--- src/design/led_strip_pattern_generator_macros.svh ---
// Assertion macros for the LED strip pattern generator.
`ifndef LED_STRIP_PATTERN_GENERATOR_MACROS_SVH
`define LED_STRIP_PATTERN_GENERATOR_MACROS_SVH

// same-cycle implication
`define LSPG_ASSERT_NOW(lbl, clk, rst_n, ante, cons, msg) \
  lbl: assert property (@(posedge clk) disable iff (!rst_n) (ante) |-> (cons)) \
    else $error(msg);

// next-cycle implication
`define LSPG_ASSERT_NEXT(lbl, clk, rst_n, ante, cons, msg) \
  lbl: assert property (@(posedge clk) disable iff (!rst_n) (ante) |=> (cons)) \
    else $error(msg);

`endif

--- src/design/lspg_pkg.sv ---
// Shared types, constants and color tables for the LED strip pattern generator.
package lspg_pkg;

  localparam int unsigned LedCount = 16;
  localparam int unsigned PixW     = 6;
  localparam int unsigned StageW   = 7;
  localparam int unsigned TimeW    = 11;
  localparam int unsigned ElapsedW = 10;
  localparam int unsigned PatW     = 5;
  localparam int unsigned LevelW   = 8;

  localparam logic [TimeW-1:0] TimeMax     = {TimeW{1'b1}};
  localparam logic [TimeW-1:0] PeriodSolid = 11'd1000;
  localparam logic [TimeW-1:0] PeriodFlash = 11'd250;
  localparam logic [TimeW-1:0] PeriodChase = 11'd100;

  // pattern code boundaries
  localparam logic [PatW-1:0] PatSolidMax  = 5'd5;
  localparam logic [PatW-1:0] PatFlashBase = 5'd5;
  localparam logic [PatW-1:0] PatFlashMax  = 5'd10;
  localparam logic [PatW-1:0] PatAltBase   = 5'd11;
  localparam logic [PatW-1:0] PatAltMax    = 5'd17;
  localparam logic [PatW-1:0] PatChaseBase = 5'd17;
  localparam logic [PatW-1:0] PatChaseMax  = 5'd22;

  localparam logic [StageW-1:0] StageLast = StageW'(LedCount);
  localparam logic [PixW-1:0]   PixLast   = PixW'(LedCount - 1);

  typedef enum logic [2:0] {
    ColOff    = 3'd0,
    ColRed    = 3'd1,
    ColGreen  = 3'd2,
    ColBlue   = 3'd3,
    ColYellow = 3'd4,
    ColPurple = 3'd5
  } colour_e;

  typedef struct packed {
    logic [LevelW-1:0] red;
    logic [LevelW-1:0] green;
    logic [LevelW-1:0] blue;
  } rgb_t;

  // one frame to render
  typedef struct packed {
    rgb_t              rgb;
    logic              chase;
    logic [StageW-1:0] stage;
  } frame_t;

  function automatic rgb_t colour_rgb(logic [2:0] c);
    rgb_t r;
    r = '0;
    case (c)
      ColRed:    r = '{red: 8'hFF, green: 8'h00, blue: 8'h00};
      ColGreen:  r = '{red: 8'h00, green: 8'hFF, blue: 8'h00};
      ColBlue:   r = '{red: 8'h00, green: 8'h00, blue: 8'hFF};
      ColYellow: r = '{red: 8'hFF, green: 8'hFF, blue: 8'h00};
      ColPurple: r = '{red: 8'h00, green: 8'hFF, blue: 8'hFF};
      default:   r = '0;
    endcase
    return r;
  endfunction

  function automatic colour_e alt_first(logic [2:0] k);
    colour_e c;
    c = ColOff;
    case (k)
      3'd0, 3'd1, 3'd2, 3'd3: c = ColRed;
      3'd4, 3'd5, 3'd6:       c = ColGreen;
      default:                c = ColOff;
    endcase
    return c;
  endfunction

  function automatic colour_e alt_second(logic [2:0] k);
    colour_e c;
    c = ColOff;
    case (k)
      3'd0:       c = ColGreen;
      3'd1, 3'd4: c = ColBlue;
      3'd2, 3'd5: c = ColYellow;
      3'd3, 3'd6: c = ColPurple;
      default:    c = ColOff;
    endcase
    return c;
  endfunction

endpackage

--- src/design/lspg_timer.sv ---
// Tick input register, frame timer, pattern state and frame descriptor issue.
module lspg_timer (
  input  logic                         clk_i,
  input  logic                         rst_ni,
  input  logic                         cfg_we_i,
  input  logic [lspg_pkg::PatW-1:0]    cfg_wdata_i,
  input  logic                         in_valid_i,
  output logic                         in_stall_o,
  input  logic [lspg_pkg::ElapsedW-1:0] elapsed_ms_i,
  output logic                         frame_vld_o,
  input  logic                         frame_rdy_i,
  output lspg_pkg::frame_t             frame_o
);

  logic                            in_vld_q;
  logic [lspg_pkg::ElapsedW-1:0]   elapsed_q;
  logic [lspg_pkg::PatW-1:0]       pat_q, pat_d;
  logic [lspg_pkg::TimeW-1:0]      time_q, time_d;
  logic [lspg_pkg::StageW-1:0]     stage_q, stage_d;

  logic [lspg_pkg::TimeW:0]        sum;
  logic [lspg_pkg::TimeW-1:0]      t_sat;
  logic [lspg_pkg::TimeW-1:0]      period;
  logic                            invalid;
  logic                            fire;
  logic                            consume;
  logic [lspg_pkg::StageW-1:0]     s_clamp;
  logic [lspg_pkg::StageW-1:0]     s_next;
  logic                            in_take;

  assign sum     = {1'b0, time_q} + (lspg_pkg::TimeW + 1)'(elapsed_q);
  assign t_sat   = sum[lspg_pkg::TimeW] ? lspg_pkg::TimeMax : sum[lspg_pkg::TimeW-1:0];
  assign invalid = pat_q > lspg_pkg::PatChaseMax;

  always_comb begin
    if (pat_q <= lspg_pkg::PatSolidMax) begin
      period = lspg_pkg::PeriodSolid;
    end else if (pat_q <= lspg_pkg::PatAltMax) begin
      period = lspg_pkg::PeriodFlash;
    end else begin
      period = lspg_pkg::PeriodChase;
    end
  end

  assign fire        = in_vld_q && !invalid && (t_sat > period);
  assign frame_vld_o = fire;
  assign consume     = in_vld_q && (!fire || frame_rdy_i);
  assign in_stall_o  = in_vld_q && !consume;
  assign in_take     = in_valid_i && !in_stall_o;

  assign s_clamp = (stage_q > lspg_pkg::StageLast) ? '0 : stage_q;
  assign s_next  = (s_clamp == lspg_pkg::StageLast) ? '0 : s_clamp + 7'd1;

  // frame descriptor for the current pattern and stage
  always_comb begin
    frame_o = '0;
    if (pat_q <= lspg_pkg::PatSolidMax) begin
      frame_o.rgb = lspg_pkg::colour_rgb(pat_q[2:0]);
    end else if (pat_q <= lspg_pkg::PatFlashMax) begin
      frame_o.rgb = (stage_q != '0)
                  ? lspg_pkg::colour_rgb(3'(pat_q - lspg_pkg::PatFlashBase)) : '0;
    end else if (pat_q <= lspg_pkg::PatAltMax) begin
      frame_o.rgb = (stage_q == '0)
                  ? lspg_pkg::colour_rgb(lspg_pkg::alt_first(3'(pat_q - lspg_pkg::PatAltBase)))
                  : lspg_pkg::colour_rgb(lspg_pkg::alt_second(3'(pat_q - lspg_pkg::PatAltBase)));
    end else begin
      frame_o.rgb   = lspg_pkg::colour_rgb(3'(pat_q - lspg_pkg::PatChaseBase));
      frame_o.chase = 1'b1;
      frame_o.stage = s_clamp;
    end
  end

  always_comb begin
    pat_d   = pat_q;
    time_d  = time_q;
    stage_d = stage_q;
    if (cfg_we_i && (cfg_wdata_i != pat_q)) begin
      pat_d   = cfg_wdata_i;
      time_d  = lspg_pkg::TimeMax;
      stage_d = '0;
    end else if (consume) begin
      if (invalid || fire) begin
        time_d = '0;
      end else begin
        time_d = t_sat;
      end
      if (fire) begin
        if (pat_q > lspg_pkg::PatAltMax) begin
          stage_d = s_next;
        end else if (pat_q > lspg_pkg::PatSolidMax) begin
          stage_d = (stage_q == '0) ? 7'd1 : '0;
        end
      end
    end
  end

  always_ff @(posedge clk_i or negedge rst_ni) begin
    if (!rst_ni) begin
      in_vld_q <= 1'b0;
      pat_q    <= '0;
      time_q   <= lspg_pkg::TimeMax;
      stage_q  <= '0;
    end else begin
      in_vld_q <= in_take || (in_vld_q && !consume);
      pat_q    <= pat_d;
      time_q   <= time_d;
      stage_q  <= stage_d;
    end
  end

  always_ff @(posedge clk_i) begin
    if (in_take) begin
      elapsed_q <= elapsed_ms_i;
    end
  end

endmodule

--- src/design/lspg_render.sv ---
// Frame register and pixel sequencer feeding the result register.
module lspg_render (
  input  logic                          clk_i,
  input  logic                          rst_ni,
  input  logic                          frame_vld_i,
  output logic                          frame_rdy_o,
  input  lspg_pkg::frame_t              frame_i,
  output logic                          out_valid_o,
  input  logic                          out_stall_i,
  output logic [lspg_pkg::PixW-1:0]     pixel_index_o,
  output logic [lspg_pkg::LevelW-1:0]   red_level_o,
  output logic [lspg_pkg::LevelW-1:0]   green_level_o,
  output logic [lspg_pkg::LevelW-1:0]   blue_level_o,
  output logic                          frame_end_o
);

  logic                        desc_vld_q;
  lspg_pkg::frame_t            desc_q;
  logic [lspg_pkg::PixW-1:0]   pix_q;
  logic                        out_vld_q;
  logic [lspg_pkg::PixW-1:0]   idx_q;
  lspg_pkg::rgb_t              rgb_q;
  logic                        end_q;

  logic                        out_free;
  logic                        emit;
  logic                        last;
  logic                        lit;
  logic [lspg_pkg::StageW-1:0] pix_ext;

  assign out_free    = !out_vld_q || !out_stall_i;
  assign emit        = desc_vld_q && out_free;
  assign last        = pix_q == lspg_pkg::PixLast;
  assign frame_rdy_o = !desc_vld_q || (out_free && last);
  assign pix_ext     = {1'b0, pix_q};

  always_comb begin
    if (!desc_q.chase) begin
      lit = 1'b1;
    end else if (desc_q.stage == lspg_pkg::StageLast) begin
      lit = pix_q == '0;
    end else begin
      lit = (pix_ext == desc_q.stage) || (pix_ext == desc_q.stage + 7'd1);
    end
  end

  always_ff @(posedge clk_i or negedge rst_ni) begin
    if (!rst_ni) begin
      desc_vld_q <= 1'b0;
      pix_q      <= '0;
      out_vld_q  <= 1'b0;
    end else begin
      if (frame_vld_i && frame_rdy_o) begin
        desc_vld_q <= 1'b1;
      end else if (emit && last) begin
        desc_vld_q <= 1'b0;
      end
      if (emit) begin
        pix_q <= last ? '0 : pix_q + 6'd1;
      end
      if (out_free) begin
        out_vld_q <= desc_vld_q;
      end
    end
  end

  always_ff @(posedge clk_i) begin
    if (frame_vld_i && frame_rdy_o) begin
      desc_q <= frame_i;
    end
    if (emit) begin
      idx_q <= pix_q;
      rgb_q <= lit ? desc_q.rgb : '0;
      end_q <= last;
    end
  end

  assign out_valid_o   = out_vld_q;
  assign pixel_index_o = idx_q;
  assign red_level_o   = rgb_q.red;
  assign green_level_o = rgb_q.green;
  assign blue_level_o  = rgb_q.blue;
  assign frame_end_o   = end_q;

endmodule

--- src/design/led_strip_pattern_generator.sv ---
// Top level of the LED strip pattern generator.
//
//   port group   | dir | handshake                | word
//   tick         | in  | in_valid_i / in_stall_o  | elapsed_ms_i
//   pixel        | out | out_valid_o / out_stall_i| index, red, green, blue, frame_end
//   pattern cfg  | in  | cfg_we_i                 | cfg_wdata_i
//
// One tick word can enter every cycle unless a tick that starts a frame is waiting.
// A frame streams 16 pixels (one per pixel of the strip) at one per cycle from the
// pixel sequencer while the output is not stalled; that counter sets the frame length.
// A tick reaches its first pixel through the input, frame and result registers.
// A tick that starts a frame waits in the input register while a previous frame
// still holds the frame register. Reset leaves the timer saturated, so the first
// tick emits a frame. Output stall holds the result register and backs up the chain.
module led_strip_pattern_generator (
  input  logic                          clk_i,
  input  logic                          rst_ni,
  input  logic                          cfg_we_i,
  input  logic [lspg_pkg::PatW-1:0]     cfg_wdata_i,
  input  logic                          in_valid_i,
  output logic                          in_stall_o,
  input  logic [lspg_pkg::ElapsedW-1:0] elapsed_ms_i,
  output logic                          out_valid_o,
  input  logic                          out_stall_i,
  output logic [lspg_pkg::PixW-1:0]     pixel_index_o,
  output logic [lspg_pkg::LevelW-1:0]   red_level_o,
  output logic [lspg_pkg::LevelW-1:0]   green_level_o,
  output logic [lspg_pkg::LevelW-1:0]   blue_level_o,
  output logic                          frame_end_o
);

  `include "led_strip_pattern_generator_macros.svh"

  logic             frame_vld;
  logic             frame_rdy;
  lspg_pkg::frame_t frame;

  lspg_timer u_timer (
    .clk_i        (clk_i),
    .rst_ni       (rst_ni),
    .cfg_we_i     (cfg_we_i),
    .cfg_wdata_i  (cfg_wdata_i),
    .in_valid_i   (in_valid_i),
    .in_stall_o   (in_stall_o),
    .elapsed_ms_i (elapsed_ms_i),
    .frame_vld_o  (frame_vld),
    .frame_rdy_i  (frame_rdy),
    .frame_o      (frame)
  );

  lspg_render u_render (
    .clk_i         (clk_i),
    .rst_ni        (rst_ni),
    .frame_vld_i   (frame_vld),
    .frame_rdy_o   (frame_rdy),
    .frame_i       (frame),
    .out_valid_o   (out_valid_o),
    .out_stall_i   (out_stall_i),
    .pixel_index_o (pixel_index_o),
    .red_level_o   (red_level_o),
    .green_level_o (green_level_o),
    .blue_level_o  (blue_level_o),
    .frame_end_o   (frame_end_o)
  );

  `LSPG_ASSERT_NOW(a_end_on_last, clk_i, rst_ni,
                   out_valid_o && frame_end_o,
                   pixel_index_o == lspg_pkg::PixLast,
                   "frame_end off the last pixel")
  `LSPG_ASSERT_NEXT(a_frame_no_gap, clk_i, rst_ni,
                    out_valid_o && !out_stall_i && !frame_end_o,
                    out_valid_o && (pixel_index_o == $past(pixel_index_o) + 6'd1),
                    "frame broken or pixel skipped")
  `LSPG_ASSERT_NOW(a_stall_cause, clk_i, rst_ni,
                   in_stall_o,
                   frame_vld && !frame_rdy,
                   "input stalled without a blocked frame")

endmodule

--- config.mk ---
export PLATFORM = sky130hd
export DESIGN_NAME = led_strip_pattern_generator
export DESIGN_NICKNAME = d
export VERILOG_FILES = /design/src/design/lspg_pkg.sv /design/src/design/lspg_timer.sv /design/src/design/lspg_render.sv /design/src/design/led_strip_pattern_generator.sv
export VERILOG_INCLUDE_DIRS = /design/src /design/src/design
export SDC_FILE = /design/constraint.sdc
export NUM_CORES = 1
export LEC_CHECK = 0
export BUFFER_PORTS_ARGS = -buffer_cell sky130_fd_sc_hd__buf_2
export CAP_MARGIN = 10
export CORE_ASPECT_RATIO = 1.2
export CORE_MARGIN = 10
export CORE_UTILIZATION = 53
export CTS_CLUSTER_DIAMETER = 200
export CTS_CLUSTER_SIZE = 40
export DETAILED_ROUTE_END_ITERATION = 10
export PLACE_DENSITY = 0.83
export SLEW_MARGIN = 20
export SYNTH_ARGS = -nofsm -noshare
export SYNTH_HDL_FRONTEND = slang
export SYNTH_SLANG_ARGS = --single-unit
--- constraint.sdc ---
create_clock -name clk_i -period 4.4 [get_ports clk_i]
set_input_delay 0.88 -clock clk_i [delete_from_list [all_inputs] [get_ports clk_i]]
set_output_delay 0.88 -clock clk_i [all_outputs]
set_load 0.005 [all_outputs]
==> flow_metrics.py <==
metrics = {
    "run_status": {
        "status": "complete, but fails checks",
        "violations": "negative setup slack",
    },
    "finish": {
        "antenna_cells": 0,
        "drive_above_1_share": 0.2753,
        "fin_nets": 539,
        "fillerInstances": 623,
        "stdcell_count": 589,
        "syn2layout_area_growth_pct": 13.45,
    },
    "routing": {
        "firstDrtPassIters": 4,
        "drt_wl_total_mm": 10.33,
        "wire_per_inst_um": 17.53,
        "drc_errors": 0,
        "ant_nets": 0,
        "routed-via-count": 3634,
        "via_per_inst": 6.170,
        "drt_iter0_markers": 305,
    },
    "logic_synthesis": {
        "ys_seq_area_frac": 0.3999,
        "netlist_instances": 446,
        "yosys_warnings": 0,
        "avgSynthCellArea_um2": 9.785,
        "synth_edf_count": 31,
        "syn_area_um2": 4364,
        "yosysUniqueCellTypes": 78,
        "synth-seq-cells": 63,
        "synthFlopType": "edfxtp_1",
        "async_flop_share": 0.5079,
    },
    "setup_path": {
        "cp-end-kind": "output port",
        "crit_top_cell": "nand3_2",
        "critPathArrivalTime_ps": 3810,
        "r2r_cells": 16,
        "critPathKind": "reg -> out",
        "timing.rr.start": "u_timer.time_q[1]$_DFFE_PN1P_",
        "rrSetupSlack_ps": 220,
        "critical-path-max-stage-delay_ps": 540,
        "critPathMaxFanout": 4,
        "start_kind": "flip-flop",
        "r2r-end": "u_timer.time_q[7]$_DFFE_PN1P_",
        "path_delay_family": "compound AO/OA/AOI/OAI gates",
        "crit_required_ps": 3520,
        "cp_num_buf_inv": 1,
        "crit_chain": "ha_1, a21o_1, a41o_1, a21o_2, and2_4, o21ai_4, nand3_2, ha_4, nand3_2, or4_4, a2111oi_4, a21oi_2, nor2_2, nor2_1, buf_2",
        "slowest_stage": "dfstp_2",
    },
    "clock_tree": {
        "cts_tree": "yes",
        "cts_root_buf": "clkbuf_8",
        "cts_max_level": 3,
        "hold_buffers": 0,
        "clk_pin_slew_ps": 80,
        "clock_path_buffers": 2,
        "numCtsBuffers": 9,
        "clkSinkCount": 63,
        "clock_latency_ps": 350,
    },
    "global_routing": {
        "grt_pass1_vias": 3755,
        "track_usage": 0.1683,
        "grt_pass1_wl_mm": 17.01,
        "grt_overflow": 0,
        "grt_start_max_net_pins": 33,
        "antenna_found_initial": 0,
    },
    "placement": {
        "place_hpwl_mm": 7.156,
        "io_buffers": 52,
        "dp.cells": 568,
        "gp_congestion": 0.9572,
    },
    "floorplan": {
        "core.rowCount": 36,
        "start_util": 0.5413,
        "core_um2": 8063,
        "die_area_um2": 12280,
        "die_h_um": 119.4,
        "pin_count": 53,
        "die_w_um": 102.8,
    },
    "sta": {
        "period_minus_slack_ps": 4685,
        "worst_pin_slew_ps": 763.2,
        "finClkSkew_ps": 7.850,
        "maxSlewViolCount": 0,
        "min_period_over_period": 1.065,
        "setup_slack_ps": -285.5,
        "slew_headroom": 0.4912,
        "setup_viol": 1,
        "hold_violations": 0,
        "rsz0062_at_grt": "true",
        "max_freq_mhz": 213.4,
    },
    "power_and_ir_drop": {
        "vdd_drop_max_mv": 0.4115,
        "cellPowerDensity_nw_per_um2": 590.6,
        "fin_total_pwr_uw": 2924,
        "p_leak_uw": 0.002129,
    },
    "worst_hold_path": {
        "hp-class": "reg -> reg",
        "hold_path_depth": 2,
        "min-delay-start": "u_render.desc_vld_q$_DFFE_PN0P_",
        "holdPathEnd": "u_render.out_valid_o$_DFFE_PN0N_",
    },
    "run": {
        "maxCapViolCount": 0,
    },
}
[synthesized netlist by cell type (9+ instances only)]
library cell	instances	area [µm²]
nand2_1	38	142.6
edfxtp_1	31	930.9
ha_1	29	362.9
inv_1	26	97.59
nor2_1	22	82.58
a21oi_1	21	105.1
buf_4	21	157.7
dfrtp_1	21	525.5
clkbuf_1	16	60.06
nand3_1	16	80.08
nor3_1	15	75.07
o21ai_0	15	75.07
xnor2_1	13	113.9
xor2_1	13	113.9
dfstp_2	11	289.0
a221o_1	9	90.09
[cell usage in the layout, fill, tap and decap left out, types with 4 or more instances in the layout]
master and instances:
a211oi_1 5, a21o_1 5, a21oi_1 18, a221o_1 9
a31oi_1 6, and2_1 6, and3_1 7, buf_2 52
buf_4 16, clkbuf_8 9, dfrtp_1 21, dfstp_2 11
edfxtp_1 31, ha_1 25, ha_4 4, inv_1 26
mux2_2 4, mux2i_1 4, nand2_1 37, nand2b_1 4
nand3_1 14, nand4_1 5, nor2_1 21, nor2b_1 7
nor3_1 14, o21ai_0 15, or4_1 4, xnor2_1 13
xor2_1 13
[power breakdown]
part           switching (µW)  internal, µW  total [µW]
sequential                123           784         907
clock                     239           262         501
combinational             851           665        1520
total                    1210          1710        2920
[repair_timing]
item                       4_1_cts  5_1_grt
resized for setup                8        7
setup buffers                    5        0
setup endpoints to repair        1       21
pin swaps                        5        5
[metrics by stage]
stage	utilization	worst slack (ps)	area [µm²]	setup TNS, ps	hold slack, ps
after floorplan	-	42.82	4390	0	423.1
after global placement	0.5743	69.50	4631	0	466.3
after detailed placement	0.5743	14.84	4631	0	467.0
after CTS	0.6100	-260.2	4918	-260.2	481.1
after global routing	0.6141	-441.0	4951	-441.0	511.7
final	0.6141	-285.5	4951	-285.5	479.2
[worst min-delay path: stages, from the launching register on]
cell and delay, ps:
dfrtp_1 350, inv_1 50, nand2_1 50
[flip-flops by register name, summed over array words and instances (netlist names)]
register                count
u_render.out_valid_o        1
u_render.desc_q            11
u_render.pixel_index_o      6
u_timer.time_q             11
u_timer.in_vld_q            1
u_render.desc_vld_q         1
u_render.blue_level_o       1
u_timer.pat_q               5
u_render.green_level_o      1
u_render.red_level_o        1
u_timer.elapsed_q          10
u_render.frame_end_o        1
u_timer.stage_q             7
u_render.pix_q              6
[logic make-up after synthesis]
group           Yosys count  synth area share
xor+xnor                 26           0.05218
simple gates            145            0.1749
fa+ha+maj                30           0.08773
buf+inv                  65           0.07569
flops                    63            0.3999
compound gates          108            0.1892
other cells               1         0.0008593
mux                       8           0.01950
[layout make-up]
cell class	instances	area [µm²]	share of cell area
repair buffers	69	391.6	0.07910
inverters	27	101.3	0.02047
clock buffers	9	123.9	0.02502
well taps	95	118.9	0.02401
multi-input cells	319	2397	0.4842
flip-flops and latches	63	1745	0.3525
clock inverters	7	72.57	0.01466
[per-layer routing]
layer,global-route usage,share of wire
met5,0,0
met4,0.1080,0.034
met3,0.04338,0.065
met2,0.2817,0.50
met1,0.1828,0.40
[worst max-delay path by stage]
| stage | slack (ps) | start | cells past startpoint | endpoint |
|---|---|---|---|---|
| after floorplan | 40 | u_timer.time_q[4]$_DFFE_PN1P_ | 14 | in_stall_o |
| after global placement | 70 | u_timer.time_q[4]$_DFFE_PN1P_ | 15 | in_stall_o |
| after detailed placement | 10 | u_timer.time_q[4]$_DFFE_PN1P_ | 15 | in_stall_o |
| after CTS | -260 | u_timer.time_q[1]$_DFFE_PN1P_ | 15 | in_stall_o |
| after global routing | -440 | u_timer.time_q[3]$_DFFE_PN1P_ | 15 | in_stall_o |
| final | -290 | u_timer.time_q[1]$_DFFE_PN1P_ | 15 | in_stall_o |
(Power assumes the default switching activity.)
